`src/rtl/bgdc_pkg.sv`:
```
`timescale 1ns / 1ps

package bgdc_pkg;

  // Register indexes on the configuration port
  localparam int unsigned CfgIndexWidth = 3;
  localparam int unsigned CfgDataWidth  = 16;

  localparam logic [CfgIndexWidth-1:0] REG_DEBOUNCE_TIME       = 3'd0;
  localparam logic [CfgIndexWidth-1:0] REG_DOUBLE_CLICK_WINDOW = 3'd1;
  localparam logic [CfgIndexWidth-1:0] REG_LONG_PRESS_TIME     = 3'd2;
  localparam logic [CfgIndexWidth-1:0] REG_REPEAT_PERIOD       = 3'd3;
  localparam logic [CfgIndexWidth-1:0] REG_COMMON_ANODE        = 3'd4;

  // Reset values of the registers
  localparam logic [15:0] DEBOUNCE_TIME_RESET       = 16'd25;
  localparam logic [15:0] DOUBLE_CLICK_WINDOW_RESET = 16'd350;
  localparam logic [15:0] LONG_PRESS_TIME_RESET     = 16'd800;
  localparam logic [15:0] REPEAT_PERIOD_RESET       = 16'd500;

  localparam logic [3:0] DIGIT_MAX = 4'd9;

  typedef struct packed {
    logic [31:0] time_ms;
    logic        button_level;
  } sample_t;

  typedef struct packed {
    logic [3:0] digit;
    logic [6:0] segments;
  } result_t;

  typedef struct packed {
    logic [15:0] debounce_time;
    logic [15:0] double_click_window;
    logic [15:0] long_press_time;
    logic [15:0] repeat_period;
    logic        common_anode;
  } cfg_t;

  // Wrap 9 -> 0
  function automatic logic [3:0] bump_up(input logic [3:0] value);
    bump_up = (value >= DIGIT_MAX) ? 4'd0 : value + 4'd1;
  endfunction

  // Wrap 0 -> 9
  function automatic logic [3:0] bump_down(input logic [3:0] value);
    bump_down = (value == 4'd0 || value > DIGIT_MAX) ? DIGIT_MAX : value - 4'd1;
  endfunction

  // Segments a..g in bits 0..6, common cathode polarity
  function automatic logic [6:0] seg_pattern(input logic [3:0] value);
    case (value)
      4'd0:    seg_pattern = 7'h3F;
      4'd1:    seg_pattern = 7'h06;
      4'd2:    seg_pattern = 7'h5B;
      4'd3:    seg_pattern = 7'h4F;
      4'd4:    seg_pattern = 7'h66;
      4'd5:    seg_pattern = 7'h6D;
      4'd6:    seg_pattern = 7'h7D;
      4'd7:    seg_pattern = 7'h07;
      4'd8:    seg_pattern = 7'h7F;
      4'd9:    seg_pattern = 7'h6F;
      default: seg_pattern = 7'h3F;
    endcase
  endfunction

endpackage

```
`src/rtl/bgdc_cfg.sv`:
```
`timescale 1ns / 1ps

module bgdc_cfg
  import bgdc_pkg::*;
(
  input  logic                     clk,
  input  logic                     rst,
  input  logic                     cfg_write,
  input  logic [CfgIndexWidth-1:0] cfg_index,
  input  logic [CfgDataWidth-1:0]  cfg_data,
  output cfg_t                     cfg
);

  // Decode writes into the register file
  always_ff @(posedge clk) begin
    if (rst) begin
      cfg.debounce_time       <= DEBOUNCE_TIME_RESET;
      cfg.double_click_window <= DOUBLE_CLICK_WINDOW_RESET;
      cfg.long_press_time     <= LONG_PRESS_TIME_RESET;
      cfg.repeat_period       <= REPEAT_PERIOD_RESET;
      cfg.common_anode        <= 1'b0;
    end else if (cfg_write) begin
      unique case (cfg_index)
        REG_DEBOUNCE_TIME:       cfg.debounce_time       <= cfg_data;
        REG_DOUBLE_CLICK_WINDOW: cfg.double_click_window <= cfg_data;
        REG_LONG_PRESS_TIME:     cfg.long_press_time     <= cfg_data;
        REG_REPEAT_PERIOD:       cfg.repeat_period       <= cfg_data;
        REG_COMMON_ANODE:        cfg.common_anode        <= cfg_data[0];
        default: ;
      endcase
    end
  end

endmodule

```
`src/rtl/bgdc_step.sv`:
```
`timescale 1ns / 1ps

module bgdc_step
  import bgdc_pkg::*;
(
  input  logic    clk,
  input  logic    rst,
  input  logic    enable,
  input  sample_t sample,
  input  cfg_t    cfg,
  output result_t result
);

  logic        previous_raw;
  logic        stable_pressed;
  logic [31:0] last_change_time;
  logic [31:0] press_start_time;
  logic [31:0] click_release_time;
  logic [31:0] last_step_time;
  logic        click_pending;
  logic        long_press_active;
  logic [3:0]  count_value;

  logic        stable_pressed_next;
  logic [31:0] last_change_time_next;
  logic [31:0] press_start_time_next;
  logic [31:0] click_release_time_next;
  logic [31:0] last_step_time_next;
  logic        click_pending_next;
  logic        long_press_active_next;
  logic [3:0]  count_value_next;

  logic        raw;
  logic [31:0] now;
  logic [31:0] since_change;
  logic [31:0] since_release;
  logic [31:0] since_press;
  logic [31:0] since_step;
  logic [31:0] since_release_end;
  logic [6:0]  seg;

  // Debounce, decode gestures and update the counter for one sample
  always_comb begin
    now = sample.time_ms;
    raw = ~sample.button_level;

    stable_pressed_next     = stable_pressed;
    press_start_time_next   = press_start_time;
    click_release_time_next = click_release_time;
    last_step_time_next     = last_step_time;
    click_pending_next      = click_pending;
    long_press_active_next  = long_press_active;
    count_value_next        = count_value;

    // Restart the stability timer on any raw change
    last_change_time_next = (raw != previous_raw) ? now : last_change_time;
    since_change  = now - last_change_time_next;
    since_release = now - click_release_time;

    // Accept a debounced edge
    if (since_change >= {16'd0, cfg.debounce_time} && raw != stable_pressed) begin
      stable_pressed_next = raw;
      if (raw) begin
        press_start_time_next  = now;
        long_press_active_next = 1'b0;
        if (click_pending && since_release > {16'd0, cfg.double_click_window}) begin
          count_value_next   = bump_up(count_value_next);
          click_pending_next = 1'b0;
        end
      end else if (!long_press_active) begin
        if (click_pending) begin
          count_value_next   = bump_down(count_value_next);
          click_pending_next = 1'b0;
        end else begin
          click_pending_next      = 1'b1;
          click_release_time_next = now;
        end
      end
    end

    // Recognize a long press, then auto-repeat
    since_press = now - press_start_time_next;
    since_step  = now - last_step_time;
    if (stable_pressed_next) begin
      if (!long_press_active_next && since_press >= {16'd0, cfg.long_press_time}) begin
        long_press_active_next = 1'b1;
        if (click_pending_next) begin
          count_value_next   = bump_up(count_value_next);
          click_pending_next = 1'b0;
        end
        count_value_next    = bump_up(count_value_next);
        last_step_time_next = now;
      end else if (long_press_active_next && since_step >= {16'd0, cfg.repeat_period}) begin
        count_value_next    = bump_up(count_value_next);
        last_step_time_next = now;
      end
    end

    // Commit a single click once the window has closed
    since_release_end = now - click_release_time_next;
    if (click_pending_next && !stable_pressed_next &&
        since_release_end >= {16'd0, cfg.double_click_window}) begin
      count_value_next   = bump_up(count_value_next);
      click_pending_next = 1'b0;
    end

    seg = seg_pattern(count_value_next);
    result.digit    = count_value_next;
    result.segments = cfg.common_anode ? ~seg : seg;
  end

  // Hold gesture state between samples
  always_ff @(posedge clk) begin
    if (rst) begin
      previous_raw       <= 1'b0;
      stable_pressed     <= 1'b0;
      last_change_time   <= 32'd0;
      press_start_time   <= 32'd0;
      click_release_time <= 32'd0;
      last_step_time     <= 32'd0;
      click_pending      <= 1'b0;
      long_press_active  <= 1'b0;
      count_value        <= 4'd0;
    end else if (enable) begin
      previous_raw       <= raw;
      stable_pressed     <= stable_pressed_next;
      last_change_time   <= last_change_time_next;
      press_start_time   <= press_start_time_next;
      click_release_time <= click_release_time_next;
      last_step_time     <= last_step_time_next;
      click_pending      <= click_pending_next;
      long_press_active  <= long_press_active_next;
      count_value        <= count_value_next;
    end
  end

endmodule

```
`src/rtl/button_gesture_digit_counter.sv`:
```
`timescale 1ns / 1ps

// Button gesture digit counter.
// Sample channel (sample_valid / sample_stall / sample): one poll sample per
// beat, a millisecond timestamp and the raw active-low button level.
// Result channel (result_valid / result_stall / result): one beat per sample,
// the 0..9 counter after that sample and its seven-segment pattern.
// Configuration: cfg_write with cfg_index and cfg_data sets one register per
// clock; write only while no sample is in flight.
// Path: an accepted sample sits in the sample register, is processed by the
// gesture step and is loaded into the result register, which raises
// result_valid; while the result stalls, the sample waits in its register.
// Throughput: one sample per cycle unless the result stalls; the whole gesture
// step is a single pass of logic between the sample and result registers.
// Reset: counter at 0, button released, timers at 0, registers at their
// defaults; both valids low.
// When the receiver stalls, the result holds and one more sample is taken
// into the sample register; after that sample_stall rises until the result
// beat leaves.
module button_gesture_digit_counter
  import bgdc_pkg::*;
(
  input  logic                     clk,
  input  logic                     rst,
  input  logic                     sample_valid,
  output logic                     sample_stall,
  input  sample_t                  sample,
  output logic                     result_valid,
  input  logic                     result_stall,
  output result_t                  result,
  input  logic                     cfg_write,
  input  logic [CfgIndexWidth-1:0] cfg_index,
  input  logic [CfgDataWidth-1:0]  cfg_data
);

  cfg_t    cfg;
  sample_t sample_q;
  logic    sample_q_valid;
  logic    out_free;
  logic    fire;
  logic    sample_take;
  result_t step_result;

  assign out_free     = !result_valid || !result_stall;
  assign fire         = sample_q_valid && out_free;
  assign sample_stall = sample_q_valid && !out_free;
  assign sample_take  = sample_valid && !sample_stall;

  bgdc_cfg u_cfg (
    .clk       (clk),
    .rst       (rst),
    .cfg_write (cfg_write),
    .cfg_index (cfg_index),
    .cfg_data  (cfg_data),
    .cfg       (cfg)
  );

  bgdc_step u_step (
    .clk    (clk),
    .rst    (rst),
    .enable (fire),
    .sample (sample_q),
    .cfg    (cfg),
    .result (step_result)
  );

  // Sample register
  always_ff @(posedge clk) begin
    if (rst) begin
      sample_q_valid <= 1'b0;
    end else if (sample_take) begin
      sample_q_valid <= 1'b1;
    end else if (fire) begin
      sample_q_valid <= 1'b0;
    end
  end

  always_ff @(posedge clk) begin
    if (sample_take) begin
      sample_q <= sample;
    end
  end

  // Result register
  always_ff @(posedge clk) begin
    if (rst) begin
      result_valid <= 1'b0;
    end else if (out_free) begin
      result_valid <= fire;
    end
  end

  always_ff @(posedge clk) begin
    if (fire) begin
      result <= step_result;
    end
  end

  // Checks
  a_digit_range: assert property (@(posedge clk) disable iff (rst)
    result_valid |-> result.digit <= DIGIT_MAX)
    else $error("digit out of range");

  a_stall_only_when_full: assert property (@(posedge clk) disable iff (rst)
    sample_stall |-> sample_q_valid && result_valid)
    else $error("sample stalled with room in the pipeline");

  a_fire_gives_result: assert property (@(posedge clk) disable iff (rst)
    fire |=> result_valid)
    else $error("processed sample produced no result beat");

  a_take_fills_register: assert property (@(posedge clk) disable iff (rst)
    sample_take |=> sample_q_valid)
    else $error("accepted sample lost");

endmodule

```
`config.mk`:
```
export PLATFORM = sky130hd
export DESIGN_NAME = button_gesture_digit_counter
export DESIGN_NICKNAME = d
export VERILOG_FILES = /design/src/rtl/bgdc_pkg.sv /design/src/rtl/bgdc_cfg.sv /design/src/rtl/bgdc_step.sv /design/src/rtl/button_gesture_digit_counter.sv
export SDC_FILE = /design/constraint.sdc
export NUM_CORES = 1
export LEC_CHECK = 0
export BUFFER_PORTS_ARGS = -buffer_cell sky130_fd_sc_hd__buf_2
export CAP_MARGIN = 15
export CORE_ASPECT_RATIO = 1.2
export CORE_UTILIZATION = 30
export CTS_CLUSTER_SIZE = 28
export DETAILED_ROUTE_END_ITERATION = 12
export SLEW_MARGIN = 20
export SYNTH_ARGS = -nofsm -noshare
export SYNTH_HDL_FRONTEND = slang
export SYNTH_SLANG_ARGS = --single-unit
```
`constraint.sdc`:
```
create_clock -name clk -period 23.7 [get_ports clk]
set_input_delay 1.185 -clock clk [delete_from_list [all_inputs] [get_ports clk]]
set_output_delay 1.185 -clock clk [all_outputs]
set_load 0.01 [all_outputs]
```
## Word-level counts from Yosys, hierarchy flattened

Memories as Yosys holds them, arrays and structs flattened.
Index checks and enable logic that the tools add are counted.
W data, S select, Z words.

- Output and inout port bits: 13
- Bits in read-only memories: 112
- Bits in registers: 247
- Memories: 1
- Word-level logic and storage cells: 118
- Input port bits: 57

- Magnitude comparators: 10
- Equality and inequality tests: 6
- Reduce and logical (&&, ||, !) cells: 27
- Multiplexer cells: 42
- Bitwise operators: 2
- Add/sub/neg operators: 10

Memory list:

| memory | words | width | rd ports | clocked after memory_dff | write ports | line | source |
|---|---|---|---|---|---|---|---|
| (no name shown) | 16 | 7 | 1 | 0 | 0 | bgdc_pkg.sv:53 | `case (value)` |

Operators by type and width:

| kind | count |
|---|---|
| $mux W32 | 9 |
| $sub A32 B32 Y32 | 5 |
| $ge A32 B16 Y1 | 4 |
| $mux W4 | 17 |
| $gt A32 B16 Y1 | 1 |
| $add A4 B1 Y4 const B | 4 |
| $ge A4 B4 Y1 const B | 4 |
| $mux W1 | 15 |
| $reduce_and A2 Y1 | 5 |
| $logic_and A1 B1 Y1 | 9 |
| $mux W7 | 1 |
| $not A7 Y7 | 1 |
| $eq A3 B2 Y1 const B | 2 |
| $logic_not A1 Y1 | 6 |
| $gt A4 B4 Y1 const B | 1 |
| $logic_not A4 Y1 | 1 |
| $reduce_bool A2 Y1 | 2 |
| $sub A4 B1 Y4 const B | 1 |
| $eq A3 B1 Y1 const B | 1 |
| $eq A3 B3 Y1 const B | 1 |
| $logic_not A3 Y1 | 1 |
| $reduce_and A3 Y1 | 1 |
| $logic_or A1 B1 Y1 | 2 |
| $ne A1 B1 Y1 | 2 |
| $not A1 Y1 | 1 |

## Longest topological paths before layout

An unclocked memory read counts as a cell.

- Word-level depth: 22
- Mapped depth: 68
- Mapped depth without buffers: 63

## Modules after synthesis

Synthesis repeated with hierarchy kept, for this count alone.

- Cell total of the unflattened synthesis: 2908
- Area, all modules: 22848.2 µm²

Modules (own cells, without submodules):

| module | instances | cells an instance | seq. area each (µm²) | area each (µm²) |
|---|---|---|---|---|
| bgdc_step | 1 | 2608 | 2722.6 | 18835.6 |
| bgdc_cfg | 1 | 246 | 1301.2 | 2605.0 |
| button_gesture_digit_counter | 1 | 54 | 1361.3 | 1407.6 |

## Worst setup path before layout

Ideal clock, no wire load.

- Path type: register to register
- Start point: register sample_q[0] (netlist name)
- End point: register result[3] (netlist name) (data pin)
- Setup time: 0.271 ns
- Clock period less this slack: 13.358 ns
- Buffers on the path: 7
- Cell stages (with the launch flop): 63
- Slack: 10.342 ns
- Data arrival time: 13.087 ns
- Data required time: 23.429 ns
- Path through: edfxtp_1 > buf_4 > xnor2_1 > buf_2 > clkbuf_1 > clkbuf_1 > mux2i_1 > ha_1 > clkbuf_1 > nand2_1 > a2111oi_0 > nor2_1 > o21ai_0 > xor2_1 > ha_1 > a21o_1 > a21oi_1 > o2111ai_1 > [... 27 more ...] > o311ai_0 > a31oi_1 > o211ai_1 > or4_1 > a211o_1 > nor4_1 > nand4b_1 > o31a_1 > and2_1 > a222oi_1 > ha_1 > nand3_1 > o41ai_1 > a21oi_1 > ha_1 > nand2b_1 > a21oi_1 > xnor2_1

RTL lines:

| element | line | source |
|---|---|---|
| start: declaration | button_gesture_digit_counter.sv:37 | `sample_t sample_q;` |
| start signal: assignment | button_gesture_digit_counter.sv:80 | `sample_q <= sample;` |
| end signal: assignment | button_gesture_digit_counter.sv:95 | `result <= step_result;` |
| end: declaration | button_gesture_digit_counter.sv:30 | `output result_t result,` |

==> results.md <==
* DP Area at 23600 um2
* Max cap viols at 0
* CTS tree: yes
* Post-cts sizing count at 0
* Synth Area in Simple Gates at 0.221
* Drt drc at 0
* Cell variety after synth at 82
* Tot GR Track Use at 0.186
* Crit path capture type: flop
* WP data required at 24.02 ns
* H-tree depth at 1
* Most used cell, CP: a21oi_1
* WL per Instance at 18.3 um
* Fillers at 7784
* Reg clk slew, reported paths at 0.06 ns
* Hold crit path type: reg2reg
* Number of warnings issued by yosys at 0
* Adder-cell share of the synthesized area at 0.137
* Post-Synth XOR/XNOR Area at 0.0402
* Routed vias at 21248
* Initial core utilization at 0.305
* Detail Placement HPWL at 54800 um
* Post-Route Utilization at 0.338
* Worst Setup Start Kind: flop
* Slowest stage cell, crit path: a222oi_1
* Worst Path Max Fanout at 45
* Post-synth EDFFs at 44
* CTS Sinks at 247
* Worst Clk Skew at 0.0310 ns
* Compound-Gate Fraction of Synth Area at 0.249
* Rows at 108
* # diodes at 0
* Worst vdd ir at 0.0605 mV
* First-pass DRT Iterations at 5
* Ys async rst share at 0
* Dpl cells at 3869
* DRT Wirelength at 72000 um
* Tmin final at 14.63 ns
* Final Wtd Congestion at 0.958
* Avg Vias per Cell at 5.42
* Power per cell area at 58.3 nW/um2
* Die Span X at 250 um
* Share of cells above drive strength 1 at 0.0659
* Most used DFF post-synth: dfxtp_1
* Initial drt markers at 1308
* Mapped Cells at 2947
* Syn_area_per_cell at 7.53 um2
* Pin count of the biggest net entering global routing at 118
* Leakage power total at 9.89 nW
* Cts-stage hold buffer count at 0
* Grt total ovfl at 0
* Sequential cell area at 5390 um2
* Pins Over Slew Limit at 0
* Post-route ant nets at 0
* Largest family of logic cells by synthesized area: compound AO/OA/AOI/OAI gates
* CTS buffer count at 29
* IO Pins at 70
* Highest clock rate at 0.0684 GHz
* Final setup fails at 0
* Worst Tran Pin Value at 1.08 ns
* Area of the multi-input gates at 15600 um2
* Clk Latency, worst-skew pair at 0.59 ns
* Fin area at 24600 um2
* Initial antenna violation count at 0
* First-pass GRT wire length at 112000 um
* CTS max path bufs at 3
* Worst Setup Path Type: reg2reg
* Mux share of post-synthesis cell area at 0.0540
* Area of the core at 72700 um2
* Mapped Area at 22200 um2
* Run status: complete, no violations
* Fin Setup TNS at 0 ns
* Post-Syn Nets at 3244
* NumNets Final at 3262
* Root buffer cell: clkbuf_16
* Number of global-route vias before repair at 20211
* RSZ-0062 raised after global routing: false
* Final Hold Fails at 0
* Layout Cells excl Fill at 3923
* Port Buf Inserts at 69
* Die area at 75000 um2
* DIE HEIGHT at 300 um
* Slowest cell delay on critical path at 0.81 ns
* Register area share after synthesis at 0.243
* Slew headroom at 0.283
* Data arrival, critical path at 14.95 ns
* Setup Fix Bufs, Post-CTS at 0
* Layout area overhead at 10.9%
* Synthesized flop and latch total at 247
* Final period utilization at 0.617
-- cell usage after synthesis (11+ instances only) --
cell	number	area (um2)
inv_1	200	751
o21ai_0	127	636
o21a_1	31	233
and3_1	25	156
or3_1	25	156
edfxtp_1	44	1320
xor2_1	42	368
o21bai_1	20	150
nor2b_1	44	275
nand2_1	473	1780
and2_1	20	125
mux2i_1	114	1140
dfxtp_1	203	4060
nor2_1	194	728
ha_1	236	2950
a211o_1	17	149
o22ai_1	14	87.6
nor3_1	34	170
o211ai_1	23	173
nand4_1	39	244
a2111oi_0	12	105
clkbuf_1	113	424
nand3_1	49	245
nand2b_1	56	350
a21oi_1	333	1670
and4_1	13	114
a21boi_0	11	82.6
nor3b_1	13	97.6
xnor2_1	58	508
a31oi_1	23	144
a211oi_1	39	293
nor4_1	15	93.8
or2_2	12	75.1
nand3b_1	17	128
a21o_1	89	668
-- cells in the final DEF (no fill, tap or decap), types with 56 or more instances in the layout --
master and count:
mux2i_1 114, dfxtp_1 203, o21ai_0 127, nand2_1 473, nand2b_1 56, a21o_1 89
xnor2_1 57, nor2_1 191, a21oi_1 333, ha_1 236, buf_2 68, inv_1 200
-- worst max-delay path, delay by kind of cell, from the launching register on --
kind	cells	cell delay [ns]
adder cells (fa/ha/maj)	7	2.16
buffers and inverters	5	1.20
multiplexers	2	0.33
XOR/XNOR	4	0.54
flip-flops	1	0.35
AND/OR/NAND/NOR	15	2.82
AO/OA/AOI/OAI	27	6.90
-- cells by family after synthesis --
group	after synthesis
flops	247
compound gates	867
fa+ha+maj	241
mux	119
simple gates	1046
xor+xnor	101
buf+inv	326
-- final timing paths --
path	startpoint	end	slack, ns	cells past startpoint
setup / recovery	sample_q[0]	result[4]	9.07	60
hold / removal	u_step.last_change_time[22]	u_step.last_change_time[22]	0.45	2
setup reg to reg	sample_q[0]	result[4]	9.07	60
hold reg to reg	u_step.last_change_time[22]	u_step.last_change_time[22]	0.45	2
-- sequential cells by signal, indices dropped and copies added, names as in the netlist --
register                   count
result                        11
result_valid                   1
sample_q                      33
sample_q_valid                 1
u_cfg.cfg                     65
u_step.click_pending           1
u_step.click_release_time     32
u_step.count_value             4
u_step.last_change_time       32
u_step.last_step_time         32
u_step.long_press_active       1
u_step.press_start_time       32
u_step.previous_raw            1
u_step.stable_pressed          1
-- per-stage QoR --
stage	setup slack, ns	hold slack, ns	total power, mW
detailed placement	9.22	0.446	0.972
CTS	9.19	0.454	1.44
floorplan	10.34	0.436	0.836
global placement	9.40	0.442	0.970
finish	9.07	0.454	1.43
global route	7.64	0.474	1.51
-- power by group --
part	total [mW]	internal (mW)	switching [mW]
Sequential	0.458	0.445	0.0126
Clock	0.464	0.266	0.198
Combinational	0.510	0.199	0.311
Total	1.43	0.911	0.522
-- final cells by class --
type                    count  share of cell area
clock inverters            12             0.00453
clock buffers              42              0.0353
well taps                 935              0.0476
inverters                 200              0.0305
flip-flops and latches    247               0.219
repair buffers            113              0.0277
multi-input cells        2374               0.635
-- per-layer routing --
layer  share of wire  track usage
met5               0            0
met2            0.51        0.352
met4           0.029       0.0583
met3           0.034       0.0145
met1            0.43        0.220
Power figures use the tool's default switching activity.
